File: config.mk
export PLATFORM = sky130hd
export DESIGN_NAME = rotary_encoder_decoder_flat
export DESIGN_NICKNAME = d
export VERILOG_FILES = /design/src/rtl/core/rotenc_pkg.sv /design/src/rtl/core/rotenc_in_if.sv /design/src/rtl/core/rotenc_out_if.sv /design/src/rtl/core/rotenc_cfg_if.sv /design/src/rtl/core/rotenc_step.sv /design/src/rtl/core/rotary_encoder_decoder.sv /design/src/flat_wrapper.sv
export VERILOG_INCLUDE_DIRS = /design/src /design/src/rtl/core
export SDC_FILE = /design/constraint.sdc
export NUM_CORES = 1
export LEC_CHECK = 0
export BUFFER_PORTS_ARGS = -buffer_cell sky130_fd_sc_hd__buf_2
export CAP_MARGIN = 10
export CORE_MARGIN = 1.5
export CORE_UTILIZATION = 55
export CTS_BUF_LIST = sky130_fd_sc_hd__clkbuf_16
export DETAILED_ROUTE_END_ITERATION = 12
export MAX_ROUTING_LAYER = met4
export PLACE_DENSITY = 0.71
export SETUP_SLACK_MARGIN = 0.02
export SYNTH_ARGS = -nofsm -noshare
export SYNTH_HDL_FRONTEND = slang
export SYNTH_SLANG_ARGS = --single-unit
File: constraint.sdc
create_clock -name i_clk -period 7 [get_ports i_clk]
set_input_delay 0.7 -clock i_clk [delete_from_list [all_inputs] [get_ports i_clk]]
set_output_delay 0.7 -clock i_clk [all_outputs]
set_load 0.02 [all_outputs]
File: src/rtl/core/rotary_encoder_decoder_defines.svh
// assertion macros for the rotary encoder decoder
// no dependencies; included by the files that assert
`ifndef ROTARY_ENCODER_DECODER_DEFINES_SVH
`define ROTARY_ENCODER_DECODER_DEFINES_SVH

// same-cycle implication, held off during reset
`define RE_ASSERT_NOW(lbl, clk, rst_n, ante, cons, msg) \
    lbl: assert property (@(posedge clk) disable iff (!rst_n) (ante) |-> (cons)) \
        else $error(msg);

// next-cycle implication, held off during reset
`define RE_ASSERT_NEXT(lbl, clk, rst_n, ante, cons, msg) \
    lbl: assert property (@(posedge clk) disable iff (!rst_n) (ante) |=> (cons)) \
        else $error(msg);

`endif

File: src/rtl/core/rotenc_pkg.sv
// types, constants and helpers shared by the rotary encoder decoder
// no dependencies
package rotenc_pkg;

    localparam int POS_W       = 7;
    localparam int PAIR_W      = 2;
    localparam int STEP_W      = 4;
    localparam int TIME_W      = 32;
    localparam int PRESS_W     = 16;
    localparam int TABLE_W     = 8;
    localparam int CFG_IDX_W   = 3;
    localparam int CFG_DATA_W  = 16;
    localparam int LONG_MAX_W  = PRESS_W + 3;

    localparam logic [CFG_IDX_W-1:0] CFG_TICKS_PER_TURN = 3'd0;
    localparam logic [CFG_IDX_W-1:0] CFG_CW_NEXT_TABLE  = 3'd1;
    localparam logic [CFG_IDX_W-1:0] CFG_CCW_NEXT_TABLE = 3'd2;
    localparam logic [CFG_IDX_W-1:0] CFG_MIN_PRESS_MS   = 3'd3;
    localparam logic [CFG_IDX_W-1:0] CFG_LONG_PRESS_MS  = 3'd4;

    localparam logic KIND_SAMPLE = 1'b0;
    localparam logic KIND_BUTTON = 1'b1;

    localparam logic signed [STEP_W-1:0] STEP_LIMIT_POS  = 4'sd3;
    localparam logic signed [STEP_W-1:0] STEP_LIMIT_NEG  = -4'sd3;
    localparam logic [2:0]               LONG_MAX_FACTOR = 3'd5;

    typedef struct packed {
        logic [POS_W-1:0]   ticks_per_turn;
        logic [TABLE_W-1:0] cw_next_table;
        logic [TABLE_W-1:0] ccw_next_table;
        logic [PRESS_W-1:0] min_press_ms;
        logic [PRESS_W-1:0] long_press_ms;
    } t_cfg;

    typedef struct packed {
        logic [PAIR_W-1:0] last_pair;
        logic [STEP_W-1:0] step_count;
        logic [POS_W-1:0]  turn_position;
        logic [TIME_W-1:0] press_start;
        logic              short_pending;
        logic              long_pending;
    } t_state;

    typedef struct packed {
        logic              kind;
        logic              a_level;
        logic              b_level;
        logic              fell;
        logic              rose;
        logic [TIME_W-1:0] time_ms;
    } t_item;

    typedef struct packed {
        logic             rotate_valid;
        logic             clockwise;
        logic [POS_W-1:0] position;
        logic             short_press;
        logic             long_press;
    } t_result;

    localparam t_cfg CFG_RESET = '{
        ticks_per_turn: 7'd20,
        cw_next_table:  8'd141,
        ccw_next_table: 8'd114,
        min_press_ms:   16'd50,
        long_press_ms:  16'd1000
    };

    localparam t_state STATE_RESET = '{
        last_pair:     2'd3,
        step_count:    4'd0,
        turn_position: 7'd0,
        press_start:   32'd0,
        short_pending: 1'b0,
        long_pending:  1'b0
    };

    function automatic logic [PAIR_W-1:0] table_entry(
        input logic [TABLE_W-1:0] tbl,
        input logic [PAIR_W-1:0]  idx
    );
        return tbl[{idx, 1'b0} +: PAIR_W];
    endfunction

    function automatic logic [POS_W-1:0] pos_inc(
        input logic [POS_W-1:0] pos,
        input logic [POS_W-1:0] ticks
    );
        logic [POS_W-1:0] p;
        p = pos + 1'b1;
        return (p == ticks) ? '0 : p;
    endfunction

    function automatic logic [POS_W-1:0] pos_dec(
        input logic [POS_W-1:0] pos,
        input logic [POS_W-1:0] ticks
    );
        return (pos == '0) ? ticks - 1'b1 : pos - 1'b1;
    endfunction

endpackage

File: src/rtl/core/rotenc_in_if.sv
// input item channel of the rotary encoder decoder
// depends on rotenc_pkg
interface rotenc_in_if;
    logic                            valid;
    logic                            ready;
    logic                            kind;
    logic                            a_level;
    logic                            b_level;
    logic                            fell;
    logic                            rose;
    logic [rotenc_pkg::TIME_W-1:0]   time_ms;

    modport source (output valid, kind, a_level, b_level, fell, rose, time_ms, input ready);
    modport sink   (input valid, kind, a_level, b_level, fell, rose, time_ms, output ready);
endinterface

File: src/rtl/core/rotenc_out_if.sv
// result channel of the rotary encoder decoder
// depends on rotenc_pkg
interface rotenc_out_if;
    logic                           valid;
    logic                           ready;
    logic                           rotate_valid;
    logic                           clockwise;
    logic [rotenc_pkg::POS_W-1:0]   position;
    logic                           short_press;
    logic                           long_press;

    modport source (output valid, rotate_valid, clockwise, position, short_press, long_press,
                    input ready);
    modport sink   (input valid, rotate_valid, clockwise, position, short_press, long_press,
                    output ready);
endinterface

File: src/rtl/core/rotenc_cfg_if.sv
// register write channel of the rotary encoder decoder
// depends on rotenc_pkg
interface rotenc_cfg_if;
    logic                                valid;
    logic                                ready;
    logic [rotenc_pkg::CFG_IDX_W-1:0]    reg_index;
    logic [rotenc_pkg::CFG_DATA_W-1:0]   wdata;

    modport source (output valid, reg_index, wdata, input ready);
    modport sink   (input valid, reg_index, wdata, output ready);
endinterface

File: src/rtl/core/rotenc_step.sv
// next-state and result logic for one item: quadrature stepping and press timing
// depends on rotenc_pkg
module rotenc_step (
    input  rotenc_pkg::t_cfg    i_cfg,
    input  rotenc_pkg::t_state  i_state,
    input  rotenc_pkg::t_item   i_item,
    output rotenc_pkg::t_state  o_state,
    output rotenc_pkg::t_result o_result
);
    import rotenc_pkg::*;

    logic [PAIR_W-1:0]     pair;
    logic                  cw_hit;
    logic                  ccw_hit;
    logic [PAIR_W-1:0]     pair_cw;
    logic [STEP_W-1:0]     cnt_inc;
    logic [STEP_W-1:0]     cnt_cw;
    logic [STEP_W-1:0]     cnt_dec;
    logic [STEP_W-1:0]     cnt_ccw;
    logic [POS_W-1:0]      pos_cw;
    logic [POS_W-1:0]      pos_ccw;
    logic                  rot_cw;
    logic                  rot_ccw;
    logic [TIME_W-1:0]     start;
    logic [TIME_W-1:0]     held;
    logic [LONG_MAX_W-1:0] long_max;
    logic                  press_ignored;
    logic                  press_short;

    // encoder path
    assign pair    = {i_item.a_level, i_item.b_level};
    assign cw_hit  = table_entry(i_cfg.cw_next_table, i_state.last_pair) == pair;
    assign pair_cw = cw_hit ? pair : i_state.last_pair;
    assign cnt_inc = i_state.step_count + 1'b1;
    assign rot_cw  = cw_hit && ($signed(cnt_inc) > STEP_LIMIT_POS);
    assign cnt_cw  = rot_cw ? '0 : (cw_hit ? cnt_inc : i_state.step_count);
    assign pos_cw  = rot_cw ? pos_inc(i_state.turn_position, i_cfg.ticks_per_turn)
                            : i_state.turn_position;

    assign ccw_hit = table_entry(i_cfg.ccw_next_table, pair_cw) == pair;
    assign cnt_dec = cnt_cw - 1'b1;
    assign rot_ccw = ccw_hit && ($signed(cnt_dec) < STEP_LIMIT_NEG);
    assign cnt_ccw = rot_ccw ? '0 : (ccw_hit ? cnt_dec : cnt_cw);
    assign pos_ccw = rot_ccw ? pos_dec(pos_cw, i_cfg.ticks_per_turn) : pos_cw;

    // button path
    assign start         = i_item.fell ? i_item.time_ms : i_state.press_start;
    assign held          = i_item.time_ms - start;
    assign long_max      = LONG_MAX_W'(i_cfg.long_press_ms) * LONG_MAX_W'(LONG_MAX_FACTOR);
    assign press_ignored = (held < TIME_W'(i_cfg.min_press_ms))
                        || (held > TIME_W'(long_max));
    assign press_short   = held < TIME_W'(i_cfg.long_press_ms);

    always_comb begin
        o_state  = i_state;
        o_result = '0;
        unique case (i_item.kind)
            KIND_BUTTON: begin
                o_state.press_start = start;
                if (i_item.rose && !press_ignored) begin
                    if (press_short) begin
                        o_state.short_pending = 1'b1;
                    end else begin
                        o_state.long_pending = 1'b1;
                    end
                end
                o_result.position = i_state.turn_position;
            end
            default: begin
                o_state.short_pending  = 1'b0;
                o_state.long_pending   = 1'b0;
                o_state.last_pair      = ccw_hit ? pair : pair_cw;
                o_state.step_count     = cnt_ccw;
                o_state.turn_position  = pos_ccw;
                o_result.rotate_valid  = rot_cw || rot_ccw;
                o_result.clockwise     = rot_cw && !rot_ccw;
                o_result.position      = pos_ccw;
                o_result.short_press   = i_state.short_pending;
                o_result.long_press    = i_state.long_pending;
            end
        endcase
    end

endmodule

File: src/rtl/core/rotary_encoder_decoder.sv
// rotary encoder decoder top level: channels, registers and the two-stage datapath
// depends on rotenc_pkg, the channel interfaces, rotenc_step and the defines header
//
// Usage:
//   i_in carries one item per transfer: an encoder sample (kind 0, a_level and
//   b_level) or a button edge (kind 1, fell, rose and time_ms in milliseconds).
//   o_out returns exactly one result per item, in order: rotate_valid,
//   clockwise, position, short_press and long_press.
//   i_cfg writes register reg_index with wdata; it is always ready. It is to be
//   written only while no item is in flight; the user must ensure this, the block
//   does not enforce it. Unknown indexes are dropped. A result passes through
//   the input register, then the result register, before it is offered.
//   Throughput: one item per cycle while o_out does not stall, set by the
//   single state update between the two registers.
//   If the receiver stalls, the result register holds its result and the
//   input register takes one more item; i_in.ready then drops until o_out
//   takes the waiting result.
//   Reset restores the register defaults, the pair to both lines high, zero
//   step count, position and press time, and empties both stages.
`include "rotary_encoder_decoder_defines.svh"

module rotary_encoder_decoder (
    input  logic             i_clk,
    input  logic             i_rst_n,
    rotenc_in_if.sink        i_in,
    rotenc_out_if.source     o_out,
    rotenc_cfg_if.sink       i_cfg
);
    import rotenc_pkg::*;

    logic    r_in_valid;
    logic    n_in_valid;
    t_item   r_item;
    logic    r_out_valid;
    logic    n_out_valid;
    t_result r_result;
    t_state  r_state;
    t_state  n_state;
    t_result n_result;
    t_cfg    r_cfg;
    t_cfg    n_cfg;
    logic    in_xfer;
    logic    advance;
    logic    step_ok;
    logic    dir_ok;
    logic    sample_adv;
    logic    no_pending;

    assign advance     = r_in_valid && (!r_out_valid || o_out.ready);
    assign i_in.ready  = !r_in_valid || advance;
    assign in_xfer     = i_in.valid && i_in.ready;
    assign i_cfg.ready = 1'b1;

    assign n_in_valid  = in_xfer || (r_in_valid && !advance);
    assign n_out_valid = advance || (r_out_valid && !o_out.ready);

    rotenc_step u_step (
        .i_cfg    (r_cfg),
        .i_state  (r_state),
        .i_item   (r_item),
        .o_state  (n_state),
        .o_result (n_result)
    );

    always_comb begin
        n_cfg = r_cfg;
        if (i_cfg.valid) begin
            unique case (i_cfg.reg_index)
                CFG_TICKS_PER_TURN: n_cfg.ticks_per_turn = i_cfg.wdata[POS_W-1:0];
                CFG_CW_NEXT_TABLE:  n_cfg.cw_next_table  = i_cfg.wdata[TABLE_W-1:0];
                CFG_CCW_NEXT_TABLE: n_cfg.ccw_next_table = i_cfg.wdata[TABLE_W-1:0];
                CFG_MIN_PRESS_MS:   n_cfg.min_press_ms   = i_cfg.wdata[PRESS_W-1:0];
                CFG_LONG_PRESS_MS:  n_cfg.long_press_ms  = i_cfg.wdata[PRESS_W-1:0];
                default:            n_cfg = r_cfg;
            endcase
        end
    end

    always_ff @(posedge i_clk) begin
        if (!i_rst_n) begin
            r_in_valid  <= 1'b0;
            r_out_valid <= 1'b0;
            r_state     <= STATE_RESET;
            r_cfg       <= CFG_RESET;
        end else begin
            r_in_valid  <= n_in_valid;
            r_out_valid <= n_out_valid;
            r_cfg       <= n_cfg;
            if (advance) begin
                r_state <= n_state;
            end
        end
    end

    always_ff @(posedge i_clk) begin
        if (in_xfer) begin
            r_item.kind    <= i_in.kind;
            r_item.a_level <= i_in.a_level;
            r_item.b_level <= i_in.b_level;
            r_item.fell    <= i_in.fell;
            r_item.rose    <= i_in.rose;
            r_item.time_ms <= i_in.time_ms;
        end
        if (advance) begin
            r_result <= n_result;
        end
    end

    assign o_out.valid        = r_out_valid;
    assign o_out.rotate_valid = r_result.rotate_valid;
    assign o_out.clockwise    = r_result.clockwise;
    assign o_out.position     = r_result.position;
    assign o_out.short_press  = r_result.short_press;
    assign o_out.long_press   = r_result.long_press;

    assign step_ok    = ($signed(r_state.step_count) <= STEP_LIMIT_POS)
                     && ($signed(r_state.step_count) >= STEP_LIMIT_NEG);
    assign dir_ok     = !r_out_valid || r_result.rotate_valid || !r_result.clockwise;
    assign sample_adv = advance && (r_item.kind == KIND_SAMPLE);
    assign no_pending = !r_state.short_pending && !r_state.long_pending;

    `RE_ASSERT_NOW(a_step_range, i_clk, i_rst_n, 1'b1, step_ok, "step count left its range")
    `RE_ASSERT_NEXT(a_advance_fills, i_clk, i_rst_n, advance, r_out_valid, "result not loaded")
    `RE_ASSERT_NOW(a_dir_needs_rot, i_clk, i_rst_n, 1'b1, dir_ok, "direction without rotation")
    `RE_ASSERT_NEXT(a_sample_clears, i_clk, i_rst_n, sample_adv, no_pending, "press not cleared")

endmodule
File: src/flat_wrapper.sv
// flat-port wrapper written by rule: the top's interface ports become plain ports
module rotary_encoder_decoder_flat import rotenc_pkg::*;
  (i_clk, i_rst_n, i_in_valid, i_in_kind, i_in_a_level, i_in_b_level, i_in_fell, i_in_rose, i_in_time_ms, i_in_ready, o_out_valid, o_out_rotate_valid, o_out_clockwise, o_out_position, o_out_short_press, o_out_long_press, o_out_ready, i_cfg_valid, i_cfg_reg_index, i_cfg_wdata, i_cfg_ready);
  rotenc_in_if i_in_i ();
  rotenc_out_if o_out_i ();
  rotenc_cfg_if i_cfg_i ();
  input  logic i_clk;
  input  logic i_rst_n;
  input wire logic [$bits(i_in_i.valid)-1:0] i_in_valid;
  input wire logic [$bits(i_in_i.kind)-1:0] i_in_kind;
  input wire logic [$bits(i_in_i.a_level)-1:0] i_in_a_level;
  input wire logic [$bits(i_in_i.b_level)-1:0] i_in_b_level;
  input wire logic [$bits(i_in_i.fell)-1:0] i_in_fell;
  input wire logic [$bits(i_in_i.rose)-1:0] i_in_rose;
  input wire logic [$bits(i_in_i.time_ms)-1:0] i_in_time_ms;
  output wire logic [$bits(i_in_i.ready)-1:0] i_in_ready;
  output wire logic [$bits(o_out_i.valid)-1:0] o_out_valid;
  output wire logic [$bits(o_out_i.rotate_valid)-1:0] o_out_rotate_valid;
  output wire logic [$bits(o_out_i.clockwise)-1:0] o_out_clockwise;
  output wire logic [$bits(o_out_i.position)-1:0] o_out_position;
  output wire logic [$bits(o_out_i.short_press)-1:0] o_out_short_press;
  output wire logic [$bits(o_out_i.long_press)-1:0] o_out_long_press;
  input wire logic [$bits(o_out_i.ready)-1:0] o_out_ready;
  input wire logic [$bits(i_cfg_i.valid)-1:0] i_cfg_valid;
  input wire logic [$bits(i_cfg_i.reg_index)-1:0] i_cfg_reg_index;
  input wire logic [$bits(i_cfg_i.wdata)-1:0] i_cfg_wdata;
  output wire logic [$bits(i_cfg_i.ready)-1:0] i_cfg_ready;
  assign i_in_i.valid = i_in_valid;
  assign i_in_i.kind = i_in_kind;
  assign i_in_i.a_level = i_in_a_level;
  assign i_in_i.b_level = i_in_b_level;
  assign i_in_i.fell = i_in_fell;
  assign i_in_i.rose = i_in_rose;
  assign i_in_i.time_ms = i_in_time_ms;
  assign i_in_ready = i_in_i.ready;
  assign o_out_valid = o_out_i.valid;
  assign o_out_rotate_valid = o_out_i.rotate_valid;
  assign o_out_clockwise = o_out_i.clockwise;
  assign o_out_position = o_out_i.position;
  assign o_out_short_press = o_out_i.short_press;
  assign o_out_long_press = o_out_i.long_press;
  assign o_out_i.ready = o_out_ready;
  assign i_cfg_i.valid = i_cfg_valid;
  assign i_cfg_i.reg_index = i_cfg_reg_index;
  assign i_cfg_i.wdata = i_cfg_wdata;
  assign i_cfg_ready = i_cfg_i.ready;
  rotary_encoder_decoder u_core (.i_clk(i_clk), .i_rst_n(i_rst_n), .i_in(i_in_i), .o_out(o_out_i), .i_cfg(i_cfg_i));
endmodule
==> run_results.csv <==
group,metric,value,unit
pwr,p_int,1750,uW
timing,worstMarginPinSlew,1090,ps
critical_path,crit_chain,"buf_4 -> mux2i_1 -> ha_1 -> o21a_1 -> o21a_1 -> a21oi_1 -> o21ai_1 -> a221oi_1 -> xnor2_1 -> ha_1 -> a211oi_1 -> o31ai_1 -> or4_1 -> a21oi_1 -> nand3_1 -> nor4_1 -> nand4_1 -> or4_1 -> o21ai_0",
timing,drv_slew,0,
hold_path,hold_path_class,"in2reg",
detailed_routing,num_vias,9157,
placed_design,port_buffers,73,
clocking,postCtsResizedCells,0,
synthesis,synthTopCellsByArea,"dfxtp_1 (19%), edfxtp_1 (13%), ha_1 (13%)",
timing,setup_viol,0,
timing,fmax,183,MHz
timing,period_minus_slack,5470,ps
pwr,p_per_area,210,nW/um2
finish,drive_gt1_frac,0.0961,
detailed_routing,vias_per_cell,5.76,
finish,final_cell_mix,"nand2_1 (203), ha_1 (113), dfxtp_1 (104), buf_2 (73), inv_1 (65)",
critical_path,crit_path_start_kind,"flip-flop",
synthesis,synth_edf_count,48,
clocking,clk_path_buf_depth,2,
detailed_routing,drt_iter0_markers,469,
timing,fin_setup_tns,0,ps
finish,design_area,12000,um2
floorplanning,row_count,51,
grt,grt_usage,0.255,
clocking,htreeDepth,4,
pwr,clkPwrFrac,0.355,
synthesis,synth_seq_area_share,0.322,
job,maxCapViolCount,0,
critical_path,critPathTopFamily,"compound AO/OA/AOI/OAI gates",
synthesis,synth_nets,1450,
timing,timing.final.crit_share,0.782,
placed_design,place_congestion,0.890,
clocking,clock-sinks,152,
detailed_routing,ant_nets,0,
critical_path,worstPathArrival,5820,ps
grt,grt_max_degree,94,
floorplanning,ioPinCount,75,
synthesis,synth_top_area_share,0.190,
synthesis,synth-seq-cells,152,
grt,grt_pass1_wl,41300,um
placed_design,dp_cells,1555,
timing,clock_skew,9.17,ps
finish,layout_commonest_cell,"nand2_1",
pwr,pwr-share-comb,0.260,
clocking,cts_tree,"done",
pwr,swShare,0.308,
grt,antenna_found_initial,2,
grt,globalRoute.totalOverflow,0,
critical_path,reg2reg_from,"u_core.r_item[33]$_DFFE_PP_",
synthesis,ys_async_sr_fraction,0,
outcome,outcome,"complete, no violations",
finish,finalNonFillerCells,1589,
critical_path,cp_slowest_cell,"edfxtp_1",
critical_path,worstSetupEndpointType,"flip-flop",
synthesis,yosysWarnings,0,
pwr,power_leakage,0.00520,uW
timing,hold_viol_final,0,
critical_path,cp.required,7350,ps
detailed_routing,drt-wirelength-per-cell,15.7,um
timing,maxSlewHeadroom,0.272,
clocking,cts_hold_buffers,0,
detailed_routing,routed_wl,25000,um
critical_path,cp_max_fo,29,
critical_path,cp_num_buf_inv,1,
pwr,vdd_ir_drop_max,0.154,mV
pwr,seq_power_share,0.385,
floorplanning,die_w,144,um
clocking,clkLatencyLatePin,420,ps
synthesis,yosys_most_used_dff,"dfxtp_1",
placed_design,dp_hpwl,18600,um
detailed_routing,dr.pass1.iters,5,
floorplanning,start_util,0.561,
grt,grt_pass1_vias,8626,
pwr,netSwitchingPower,778,uW
critical_path,slowest_delay,500,ps
synthesis,avgSynthCellArea,8.60,um2
synthesis,netlist_instances,1274,
finish,layout.nets,1485,
clocking,post-cts-setup-buffers,0,
critical_path,critical_path_class,"reg2reg",
detailed_routing,route.detailed.drc,0,
finish,fillCellCount,1799,
synthesis,synth_top_cell_by_area,"dfxtp_1",
synthesis,synthesis.area,11000,um2
critical_path,startpoint,"u_core.r_item[33]$_DFFE_PP_",
timing,rsz0062_at_grt,"no",
synthesis,synth_cell_types,80,
floorplanning,core,19500,um2
placed_design,dpl_cell_area,11400,um2
clocking,cts_buffers,17,
finish,area_delta_synth_final,9.77,%
floorplanning,die_area,20800,um2
floorplanning,die_y,144,um
hold_path,min_from,"i_in_time_ms[18]",
clocking,clockRootBuffer,"clkbuf_16",
clocking,clk_pin_slew,60,ps
-- flip-flops by register name, summed over array words and instances, names as in the netlist --
name / cells
u_core.r_in_valid: 1
u_core.o_out.long_press: 1
u_core.o_out.clockwise: 1
u_core.o_out.short_press: 1
u_core.r_state: 47
u_core.o_out.rotate_valid: 1
u_core.r_item: 37
u_core.o_out.position: 7
u_core.o_out.valid: 1
u_core.r_cfg: 55
-- per-stage QoR --
| stage | power (uW) | utilization | hold WS (ps) | setup WS, ps |
|---|---|---|---|---|
| after floorplan | 1480 | - | 417 | 1890 |
| after global routing | 2660 | 0.616 | 436 | 1200 |
| after global placement | 1630 | 0.586 | 450 | 1790 |
| after CTS | 2540 | 0.615 | 435 | 1530 |
| after detailed placement | 1640 | 0.586 | 455 | 1590 |
| final | 2530 | 0.616 | 446 | 1530 |
-- power groups by stage --
stage	logic [uW]	clock network [uW]	registers (uW)
3_3_place_gp	642	0	991
2_1_floorplan	500	0	985
6_report	658	898	973
5_1_grt	738	942	978
4_1_cts	654	917	973
3_5_place_dp	650	0	992
-- synth_stat cells, types with 7 or more instances --
| master | count |
|---|---|
| nand2_1 | 203 |
| ha_1 | 113 |
| dfxtp_1 | 104 |
| a21oi_1 | 62 |
| inv_1 | 62 |
| nor2_1 | 61 |
| clkbuf_1 | 53 |
| o21ai_0 | 51 |
| edfxtp_1 | 48 |
| mux2i_1 | 41 |
| a21boi_0 | 39 |
| xnor2_1 | 38 |
| nand3_1 | 33 |
| o211a_1 | 31 |
| a21o_1 | 30 |
| nor3_1 | 20 |
| nand2b_1 | 18 |
| o211ai_1 | 18 |
| nor2b_1 | 15 |
| and2_1 | 14 |
| nand4_1 | 14 |
| a31oi_1 | 13 |
| o21a_1 | 13 |
| o21ai_1 | 13 |
| a211oi_1 | 12 |
| xor2_1 | 11 |
| and3_1 | 9 |
| or3_1 | 9 |
| o21bai_1 | 8 |
| o22ai_1 | 7 |
-- metal layers --
| metal | routed length, um | GRT usage |
|---|---|---|
| met5 | 0 | - |
| met4 | 405 | 0.0741 |
| met2 | 12000 | 0.430 |
| met1 | 11900 | 0.318 |
| met3 | 750 | 0.0381 |
-- cell type report --
class	instances	area, um2	share of cell area
Antenna cell	2	5.00	0.000416
Clock buffer	19	475	0.0396
Clock inverter	13	101	0.00843
Inverter	63	236	0.0197
Multi-Input combinational cell	999	6960	0.579
Sequential cell	152	3520	0.293
Tap cell	265	332	0.0276
Timing Repair Buffer	76	388	0.0323
-- worst paths after layout --
path                                                  endpoint  slack, ps  cells after the start
worst max-delay path            u_core.r_state[0]$_SDFFE_PN0P_       1530                     19
worst max register to register  u_core.r_state[0]$_SDFFE_PN0P_       1530                     19
worst min register to register  u_core.r_state[1]$_SDFFE_PN0P_        460                      2
worst min-delay path               u_core.r_item[18]$_DFFE_PP_        450                      1
-- logic make-up after synthesis --
kind of cell    after synthesis  share of synthesized area
buf+inv                     123                     0.0430
compound gates              356                      0.227
flops                       152                      0.322
mux                          47                     0.0467
other cells                   1                   0.000342
fa+ha+maj                   115                      0.133
simple gates                427                      0.182
xor+xnor                     53                     0.0462
Note: power is estimated with default switching activity, not from simulation.
